<file path="src/rtl/core/nnlct_pkg.sv">
// Shared constants and codes for the nearest-neighbor line-cross tracker.
`timescale 1ns / 1ps
`default_nettype none
package nnlct_pkg;

  localparam int MaxTracksDefault = 16;
  localparam int CoordBitsDefault = 11;

  localparam int CfgBits   = 11;
  localparam int MissBits  = 5;
  localparam int KindBits  = 3;
  localparam int CountBits = 5;

  localparam logic [CfgBits-1:0]  RadiusReset = 11'd120;
  localparam logic [MissBits-1:0] MissReset   = 5'd30;
  localparam logic [CfgBits-1:0]  TopReset    = 11'd50;
  localparam logic [CfgBits-1:0]  BottomReset = 11'd440;

  localparam logic OpDetect   = 1'b0;
  localparam logic OpEndFrame = 1'b1;

  localparam logic [KindBits-1:0] KindAck      = 3'd0;
  localparam logic [KindBits-1:0] KindExit     = 3'd1;
  localparam logic [KindBits-1:0] KindEnter    = 3'd2;
  localparam logic [KindBits-1:0] KindFrame    = 3'd3;
  localparam logic [KindBits-1:0] KindOverflow = 3'd4;

  localparam logic [1:0] RegRadius = 2'd0;
  localparam logic [1:0] RegMiss   = 2'd1;
  localparam logic [1:0] RegTop    = 2'd2;
  localparam logic [1:0] RegBottom = 2'd3;

endpackage
`default_nettype wire

</file>
<file path="src/rtl/core/nnlct_isqrt.sv">
// Bit-serial integer square root, one root bit per cycle.
`timescale 1ns / 1ps
`default_nettype none
module nnlct_isqrt #(
  parameter int RootBits = 12
) (
  input  wire logic                  clk,
  input  wire logic                  rst,
  input  wire logic                  start,
  input  wire logic [2*RootBits-1:0] radicand,
  output logic                       done,
  output logic [RootBits-1:0]        root
);

  localparam int RemBits = RootBits + 3;
  localparam int CntBits = $clog2(RootBits + 1);

  logic                  busy;
  logic [CntBits-1:0]    cnt;
  logic [RemBits-1:0]    rem;
  logic [2*RootBits-1:0] dsh;
  logic [RemBits-1:0]    rem_t;
  logic [RemBits-1:0]    trial;

  assign rem_t = {rem[RemBits-3:0], dsh[2*RootBits-1 -: 2]};
  assign trial = RemBits'({root, 2'b01});

  always_ff @(posedge clk) begin
    if (rst) begin
      busy <= 1'b0;
      done <= 1'b0;
    end else if (start) begin
      busy <= 1'b1;
      done <= 1'b0;
      cnt  <= '0;
      rem  <= '0;
      root <= '0;
      dsh  <= radicand;
    end else if (busy) begin
      if (rem_t >= trial) begin
        rem  <= rem_t - trial;
        root <= {root[RootBits-2:0], 1'b1};
      end else begin
        rem  <= rem_t;
        root <= {root[RootBits-2:0], 1'b0};
      end
      dsh <= {dsh[2*RootBits-3:0], 2'b00};
      cnt <= cnt + 1'b1;
      if (cnt == CntBits'(RootBits - 1)) begin
        busy <= 1'b0;
        done <= 1'b1;
      end
    end
  end

endmodule
`default_nettype wire

</file>
<file path="src/rtl/core/nnlct_mem.sv">
// Track memory: both frame tables, one write and one registered read port.
`timescale 1ns / 1ps
`default_nettype none
module nnlct_mem #(
  parameter int Width     = 40,
  parameter int AddrBits  = 5
) (
  input  wire logic                clk,
  input  wire logic                wr_en,
  input  wire logic [AddrBits-1:0] wr_addr,
  input  wire logic [Width-1:0]    wr_data,
  input  wire logic                rd_en,
  input  wire logic [AddrBits-1:0] rd_addr,
  output logic [Width-1:0]         rd_data
);

  logic [Width-1:0] mem [2**AddrBits];

  always_ff @(posedge clk) begin
    if (wr_en) begin
      mem[wr_addr] <= wr_data;
    end
  end

  always_ff @(posedge clk) begin
    if (rd_en) begin
      rd_data <= mem[rd_addr];
    end
  end

endmodule
`default_nettype wire

</file>
<file path="src/rtl/core/nearest_neighbor_line_cross_tracker.sv">
// Top level: frame-to-frame tracker with line-crossing events.
//
//  channel  | handshake            | payload
//  ---------+----------------------+------------------------------------------
//  in       | in_valid / in_stall  | opcode, center_x, center_y, box_height
//  out      | out_valid / out_stall| kind, matched, track_count, last
//  cfg      | cfg_valid / cfg_ready| cfg_index, cfg_data
//
// One item at a time. A detection runs each untaken previous track through
// the shared bit-serial square root (RootBits = COORD_BITS+1) and skips
// taken ones; end of frame carries over or retires each untaken track,
// emitting overflow, exit and enter events, then a frame-done result.
// Reset clears counts, taken flags and the frame bank; tables need no clearing.
// A stalled result holds the sequencer only when another result is due.
`timescale 1ns / 1ps
`default_nettype none
module nearest_neighbor_line_cross_tracker #(
  parameter int MAX_TRACKS = nnlct_pkg::MaxTracksDefault,
  parameter int COORD_BITS = nnlct_pkg::CoordBitsDefault
) (
  input  wire logic                            clk,
  input  wire logic                            rst,
  input  wire logic                            in_valid,
  output logic                                 in_stall,
  input  wire logic                            opcode,
  input  wire logic [COORD_BITS-1:0]           center_x,
  input  wire logic [COORD_BITS-1:0]           center_y,
  input  wire logic [COORD_BITS-1:0]           box_height,
  output logic                                 out_valid,
  input  wire logic                            out_stall,
  output logic [nnlct_pkg::KindBits-1:0]       kind,
  output logic                                 matched,
  output logic [nnlct_pkg::CountBits-1:0]      track_count,
  output logic                                 last,
  input  wire logic                            cfg_valid,
  output logic                                 cfg_ready,
  input  wire logic [1:0]                      cfg_index,
  input  wire logic [nnlct_pkg::CfgBits-1:0]   cfg_data
);

  localparam int CB   = COORD_BITS;
  localparam int RB   = CB + 1;
  localparam int MB   = nnlct_pkg::MissBits;
  localparam int TW   = 3 * CB + 2 + MB;
  localparam int IW   = (MAX_TRACKS > 1) ? $clog2(MAX_TRACKS) : 1;
  localparam int CW   = $clog2(MAX_TRACKS + 1);
  localparam int CMPW = (RB > nnlct_pkg::CfgBits) ? RB : nnlct_pkg::CfgBits;
  localparam int LW   = ((CB > nnlct_pkg::CfgBits) ? CB : nnlct_pkg::CfgBits) + 1;

  localparam logic [3:0] S_IDLE  = 4'd0;
  localparam logic [3:0] S_DRD   = 4'd1;
  localparam logic [3:0] S_DMUL  = 4'd2;
  localparam logic [3:0] S_DSUM  = 4'd3;
  localparam logic [3:0] S_DSQ   = 4'd4;
  localparam logic [3:0] S_DDONE = 4'd5;
  localparam logic [3:0] S_ERD   = 4'd6;
  localparam logic [3:0] S_ECHK  = 4'd7;
  localparam logic [3:0] S_EEMIT = 4'd8;
  localparam logic [3:0] S_EFIN  = 4'd9;

  logic [3:0] state;
  logic [CW-1:0] idx, prev_count, cur_count;
  logic bank;
  logic [MAX_TRACKS-1:0] taken;
  logic [CB-1:0] cx, cy, ch;
  logic found;
  logic [IW-1:0] best_idx;
  logic [RB-1:0] best_d;
  logic best_top, best_bot;
  logic pend_ovf, pend_exit, pend_enter;
  logic [2*CB-1:0] sq_x, sq_y;

  logic [nnlct_pkg::CfgBits-1:0] match_radius, top_line, bottom_line;
  logic [MB-1:0] miss_limit;

  logic          mem_we, mem_re;
  logic [IW:0]   mem_waddr, mem_raddr;
  logic [TW-1:0] mem_wdata, mem_rdata;
  logic          sq_start, sq_done;
  logic [RB-1:0] sq_root;

  logic [CB-1:0] r_x, r_y, r_h;
  logic          r_top, r_bot;
  logic [MB-1:0] r_miss, miss_inc;
  logic [CB-1:0] ax, ay;
  logic          slot_free, full, det_match, new_top, new_bot, old_exit, old_enter;
  logic          emit;

  assign {r_x, r_y, r_h, r_top, r_bot, r_miss} = mem_rdata;
  assign miss_inc = r_miss + 1'b1;
  assign ax = (cx >= r_x) ? cx - r_x : r_x - cx;
  assign ay = (cy >= r_y) ? cy - r_y : r_y - cy;
  assign slot_free = !out_valid || !out_stall;
  assign full = (cur_count >= CW'(MAX_TRACKS));
  assign det_match = found && (CMPW'(best_d) < CMPW'(match_radius));
  assign new_top = LW'(cy) < LW'(top_line) + LW'(ch >> 1);
  assign new_bot = LW'(cy) + LW'(ch >> 1) > LW'(bottom_line);
  assign old_exit = r_top && (LW'(r_y) + LW'(r_h >> 1) > LW'(bottom_line));
  assign old_enter = r_bot && (LW'(r_y) < LW'(top_line) + LW'(r_h >> 1));

  // a result register load this cycle
  assign emit = slot_free && ((state == S_DDONE) || (state == S_EFIN)
                || ((state == S_EEMIT) && (pend_ovf || pend_exit || pend_enter)));

  assign in_stall  = (state != S_IDLE);
  assign cfg_ready = 1'b1;

  assign mem_raddr = {bank, idx[IW-1:0]};
  assign mem_re    = ((state == S_DRD) || (state == S_ERD)) && (idx < prev_count)
                     && !taken[idx[IW-1:0]];
  assign mem_waddr = {~bank, cur_count[IW-1:0]};
  assign sq_start  = (state == S_DSUM);

  always_comb begin
    mem_we    = 1'b0;
    mem_wdata = {cx, cy, ch, new_top, new_bot, MB'(0)};
    if (state == S_DDONE && slot_free && !full) begin
      mem_we = 1'b1;
      if (det_match) begin
        mem_wdata = {cx, cy, ch, best_top, best_bot, MB'(0)};
      end
    end else if (state == S_ECHK && miss_inc < miss_limit && !full) begin
      mem_we    = 1'b1;
      mem_wdata = {r_x, r_y, r_h, r_top, r_bot, miss_inc};
    end
  end

  nnlct_mem #(.Width(TW), .AddrBits(IW + 1)) u_mem (
    .clk     (clk),
    .wr_en   (mem_we),
    .wr_addr (mem_waddr),
    .wr_data (mem_wdata),
    .rd_en   (mem_re),
    .rd_addr (mem_raddr),
    .rd_data (mem_rdata)
  );

  nnlct_isqrt #(.RootBits(RB)) u_isqrt (
    .clk      (clk),
    .rst      (rst),
    .start    (sq_start),
    .radicand ((2*RB)'(sq_x) + (2*RB)'(sq_y)),
    .done     (sq_done),
    .root     (sq_root)
  );

  always_ff @(posedge clk) begin
    if (rst) begin
      match_radius <= nnlct_pkg::RadiusReset;
      miss_limit   <= nnlct_pkg::MissReset;
      top_line     <= nnlct_pkg::TopReset;
      bottom_line  <= nnlct_pkg::BottomReset;
    end else if (cfg_valid && cfg_ready) begin
      unique case (cfg_index)
        nnlct_pkg::RegRadius: match_radius <= cfg_data;
        nnlct_pkg::RegMiss:   miss_limit   <= cfg_data[MB-1:0];
        nnlct_pkg::RegTop:    top_line     <= cfg_data;
        nnlct_pkg::RegBottom: bottom_line  <= cfg_data;
      endcase
    end
  end

  always_ff @(posedge clk) begin
    if (rst) begin
      state      <= S_IDLE;
      prev_count <= '0;
      cur_count  <= '0;
      bank       <= 1'b0;
      taken      <= '0;
      out_valid  <= 1'b0;
    end else begin
      out_valid <= emit || (out_valid && out_stall);
      unique case (state)
        S_IDLE: begin
          if (in_valid) begin
            cx    <= center_x;
            cy    <= center_y;
            ch    <= box_height;
            idx   <= '0;
            found <= 1'b0;
            state <= (opcode == nnlct_pkg::OpEndFrame) ? S_ERD : S_DRD;
          end
        end
        S_DRD: begin
          if (idx >= prev_count) begin
            state <= S_DDONE;
          end else if (taken[idx[IW-1:0]]) begin
            idx <= idx + 1'b1;
          end else begin
            state <= S_DMUL;
          end
        end
        S_DMUL: begin
          sq_x  <= ax * ax;
          sq_y  <= ay * ay;
          state <= S_DSUM;
        end
        S_DSUM: state <= S_DSQ;
        S_DSQ: begin
          if (sq_done) begin
            if (!found || sq_root < best_d) begin
              found    <= 1'b1;
              best_d   <= sq_root;
              best_idx <= idx[IW-1:0];
              best_top <= r_top;
              best_bot <= r_bot;
            end
            idx   <= idx + 1'b1;
            state <= S_DRD;
          end
        end
        S_DDONE: begin
          if (slot_free) begin
            if (det_match) begin
              taken[best_idx] <= 1'b1;
            end
            matched     <= det_match;
            last        <= 1'b1;
            kind        <= full ? nnlct_pkg::KindOverflow : nnlct_pkg::KindAck;
            track_count <= nnlct_pkg::CountBits'(full ? cur_count : cur_count + 1'b1);
            if (!full) begin
              cur_count <= cur_count + 1'b1;
            end
            state <= S_IDLE;
          end
        end
        S_ERD: begin
          if (idx >= prev_count) begin
            state <= S_EFIN;
          end else if (taken[idx[IW-1:0]]) begin
            idx <= idx + 1'b1;
          end else begin
            state <= S_ECHK;
          end
        end
        S_ECHK: begin
          if (miss_inc < miss_limit) begin
            pend_ovf   <= full;
            pend_exit  <= 1'b0;
            pend_enter <= 1'b0;
            if (!full) begin
              cur_count <= cur_count + 1'b1;
            end
          end else begin
            pend_ovf   <= 1'b0;
            pend_exit  <= old_exit;
            pend_enter <= old_enter;
          end
          state <= S_EEMIT;
        end
        S_EEMIT: begin
          if (pend_ovf || pend_exit || pend_enter) begin
            if (slot_free) begin
              matched     <= 1'b0;
              last        <= 1'b0;
              track_count <= nnlct_pkg::CountBits'(cur_count);
              priority if (pend_ovf) begin
                kind     <= nnlct_pkg::KindOverflow;
                pend_ovf <= 1'b0;
              end else if (pend_exit) begin
                kind      <= nnlct_pkg::KindExit;
                pend_exit <= 1'b0;
              end else begin
                kind       <= nnlct_pkg::KindEnter;
                pend_enter <= 1'b0;
              end
            end
          end else begin
            idx   <= idx + 1'b1;
            state <= S_ERD;
          end
        end
        S_EFIN: begin
          if (slot_free) begin
            bank        <= ~bank;
            prev_count  <= cur_count;
            cur_count   <= '0;
            taken       <= '0;
            matched     <= 1'b0;
            last        <= 1'b1;
            kind        <= nnlct_pkg::KindFrame;
            track_count <= nnlct_pkg::CountBits'(cur_count);
            state       <= S_IDLE;
          end
        end
        default: state <= S_IDLE;
      endcase
    end
  end

endmodule
`default_nettype wire

</file>
<file path="config.mk">
export PLATFORM = sky130hd
export DESIGN_NAME = nearest_neighbor_line_cross_tracker
export DESIGN_NICKNAME = d
export VERILOG_FILES = /design/src/rtl/core/nnlct_pkg.sv /design/src/rtl/core/nnlct_isqrt.sv /design/src/rtl/core/nnlct_mem.sv /design/src/rtl/core/nearest_neighbor_line_cross_tracker.sv
export SDC_FILE = /design/constraint.sdc
export NUM_CORES = 2
export LEC_CHECK = 0
export BUFFER_PORTS_ARGS = -buffer_cell sky130_fd_sc_hd__buf_2
export CAP_MARGIN = 30
export CORE_ASPECT_RATIO = 2
export CORE_MARGIN = 2
export CORE_UTILIZATION = 60
export DETAILED_ROUTE_END_ITERATION = 8
export GPL_TIMING_DRIVEN = 1
export PLACE_DENSITY = 0.86
export SLEW_MARGIN = 10
export SYNTH_ARGS = -nofsm -noshare
export SYNTH_HDL_FRONTEND = slang
export SYNTH_SLANG_ARGS = --single-unit
</file>
<file path="constraint.sdc">
create_clock -name clk -period 13.3 [get_ports clk]
set_input_delay 1.995 -clock clk [delete_from_list [all_inputs] [get_ports clk]]
set_output_delay 1.995 -clock clk [all_outputs]
set_load 0.05 [all_outputs]
</file>
==> results.json <==
{
  "status": "completed",
  "ff2ff_setup_slack_ns": 4.07,
  "synth-seq-cells": 1523,
  "rows": 178,
  "drive_gt1_share_pct": 19.1,
  "required_ns": 13.80,
  "clock_skew_ns": 0.0478,
  "final_hold_viol_count": 0,
  "yosys.area_share.simple_pct": 4.92,
  "synth-compound-area-share_pct": 4.52,
  "worstSkewPairLatency_ns": 0.77,
  "max_slew.worst_pin.slew_ns": 1.09,
  "critical_path_class": "reg -> reg",
  "clock-sinks": 1523,
  "nNetsFinal": 4930,
  "max-slew-margin-rel_pct": 27.1,
  "cp_max_fo": 10,
  "max_cap_viol_count": 0,
  "slowest_delay_ns": 0.80,
  "synthMuxAreaShare_pct": 13.6,
  "wirelength_mm": 202,
  "startpoint_type": "flip-flop",
  "syn_area_um2": 70800,
  "synth.area.top_cells": "edfxtp_1 62%, mux4_2 13%, ha_1 5.3%",
  "initial_utilization_pct": 60.3,
  "synth_top_area_share_pct": 61.5,
  "grt_pass1_wl_mm": 286,
  "holdCritPathClass": "reg -> reg",
  "post-synth-top-count-cell": "edfxtp_1",
  "first_global_vias": 43200,
  "synthArstFlopShare_pct": 0,
  "synth_seq_area_share_pct": 63.6,
  "via_per_inst": 6.93,
  "endpoint_kind": "flip-flop",
  "ant_nets": 0,
  "syn_avg_cell_area_um2": 16.4,
  "cts_hold_buf": 0,
  "routedWlPerCell_um": 33.1,
  "synth.distinct_cells": 85,
  "synthFlopType": "edfxtp_1",
  "path_buf_inv": 4,
  "synth-edff-count": 1451,
  "cpMostUsedCell": "fa_1",
  "synth_top_family_by_area": "multiplexers",
  "port_buffers": 62,
  "first_iter_violations": 5859,
  "coreArea_um2": 117000,
  "setup_viol": 0,
  "numCtsBuffers": 115,
  "antenna_found_initial": 12,
  "synth_top_area_cell": "edfxtp_1",
  "cts_setup_buffers": 0,
  "io-pin-count": 65,
  "tns_ns": 0,
  "syn_inst": 4315,
  "ys_warn_count": 0,
  "cts_tree": "built",
  "root_buffer": "clkbuf_16",
  "arrival_ns": 9.73,
  "timing.fmax_ghz": 0.108,
  "vias": 42100,
  "cts_resized": 0,
  "final_util_pct": 66.3,
  "syn_to_final_growth_pct": 9.97,
  "grt_max_degree": 159,
  "grt_overflow": 0,
  "post_synth_xor_area_fraction_pct": 1.59,
  "critPathSlowestCell": "xnor2_1",
  "htree_levels": 3,
  "cts.reportedPaths.clkPinSlew_ns": 0.08,
  "die-area_um2": 121000,
  "die_w_um": 247,
  "synth_adder_area_share_pct": 9.07,
  "first_pass_iters": 8,
  "chipHeight_um": 490,
  "drc": 0,
  "rsz0062_at_grt": "no",
  "hpwl_mm": 112,
  "gp_congestion": 0.971,
  "synth_common_cells": "1451 x edfxtp_1, 395 x mux4_2, 337 x inv_1",
  "drv_slew": 0,
  "fin_crit_sh_pct": 69.4,
  "cts_buffer_depth": 3,
  "finalCriticalPeriod_ns": 9.23,
  "cp_top_family": "adder cells",
  "grt_use_total_pct": 33.2,
  "synth_nets": 4801
}
worst paths after layout:
path / startpoint / endpoint / depth (start not counted)
setup reg to reg: cy[1]$_DFFE_PP_ / sq_y[21]$_DFFE_PP_ / 26
hold reg to reg: match_radius[9]$_SDFFE_PP0P_ / match_radius[9]$_SDFFE_PP0P_ / 2
hold / removal: match_radius[9]$_SDFFE_PP0P_ / match_radius[9]$_SDFFE_PP0P_ / 2
setup / recovery: cy[1]$_DFFE_PP_ / sq_y[21]$_DFFE_PP_ / 26
metrics by stage:
step	setup WS, ns	hold WS [ns]	cell area, µm²	std cells
after floorplan	5.80	0.432	70800	4315
after global placement	4.52	0.441	73400	5831
after detailed placement	4.73	0.448	73400	5837
after CTS	4.49	0.459	77500	6055
after global routing	3.78	0.481	77900	6081
final	4.07	0.463	77900	6084
registers in the layout, indices dropped and copies added, names as in the netlist, 13 cells and up:
name,cells
u_isqrt.rem,13
u_mem.mem,1248
sq_x,21
u_isqrt.dsh,24
sq_y,21
u_mem.rd_data,39
taken,16
final cells by class:
type                    count  area (µm²)
diodes                      9        22.5
clock buffers             142        3150
clock inverters            76         903
fillers                  7164       39500
inverters                 338        1270
multi-input cells        2298       24200
flip-flops and latches   1523       45000
well taps                1530        1910
repair buffers            168        1350
cell families after synthesis:
family          after synthesis
compound gates              500
xor+xnor                    128
fa+ha+maj                   434
buf+inv                     494
flops                      1523
mux                         465
other cells                   1
simple gates                770
per-layer routing:
| metal | global-route usage [%] | vias up | part of all wire, % | wire length, µm |
|---|---|---|---|---|
| met5 | 0 | - | 0.0055 | 11 |
| met4 | 23.8 | 2 | 8.2 | 16500 |
| met3 | 6.55 | 922 | 10 | 20100 |
| met2 | 57.0 | 3340 | 51 | 103000 |
| met1 | 36.8 | 21100 | 31 | 61500 |
| li1 | - | 16800 | - | - |
placed cells by master, fill, tap and decap left out, types with 23 or more instances in the layout:
| master | instances |
|---|---|
| edfxtp_1 | 1451 |
| mux4_2 | 395 |
| inv_1 | 337 |
| ha_1 | 302 |
| nand2_1 | 289 |
| nor2_1 | 203 |
| a21oi_1 | 149 |
| fa_1 | 132 |
| clkbuf_16 | 122 |
| o21ai_0 | 87 |
| buf_4 | 80 |
| xnor2_1 | 74 |
| dfxtp_1 | 71 |
| buf_2 | 63 |
| a21o_1 | 53 |
| xor2_1 | 53 |
| mux2_2 | 47 |
| nor3_1 | 45 |
| nand3_1 | 38 |
| nor2_4 | 33 |
| a31oi_1 | 26 |
| nor2b_1 | 25 |
| nand2b_1 | 25 |
| clkinv_2 | 23 |
worst min-delay path, delay by kind of cell, from the launching register on:
| kind | cells | cell delay (ns) |
|---|---|---|
| AO/OA/AOI/OAI | 1 | 0.05 |
| flip-flops | 1 | 0.32 |
| AND/OR/NAND/NOR | 1 | 0.05 |
Power is left out: the tool's default activity adds up to more than one toggle a clock period on the data nets, which glitch-free logic cannot reach.
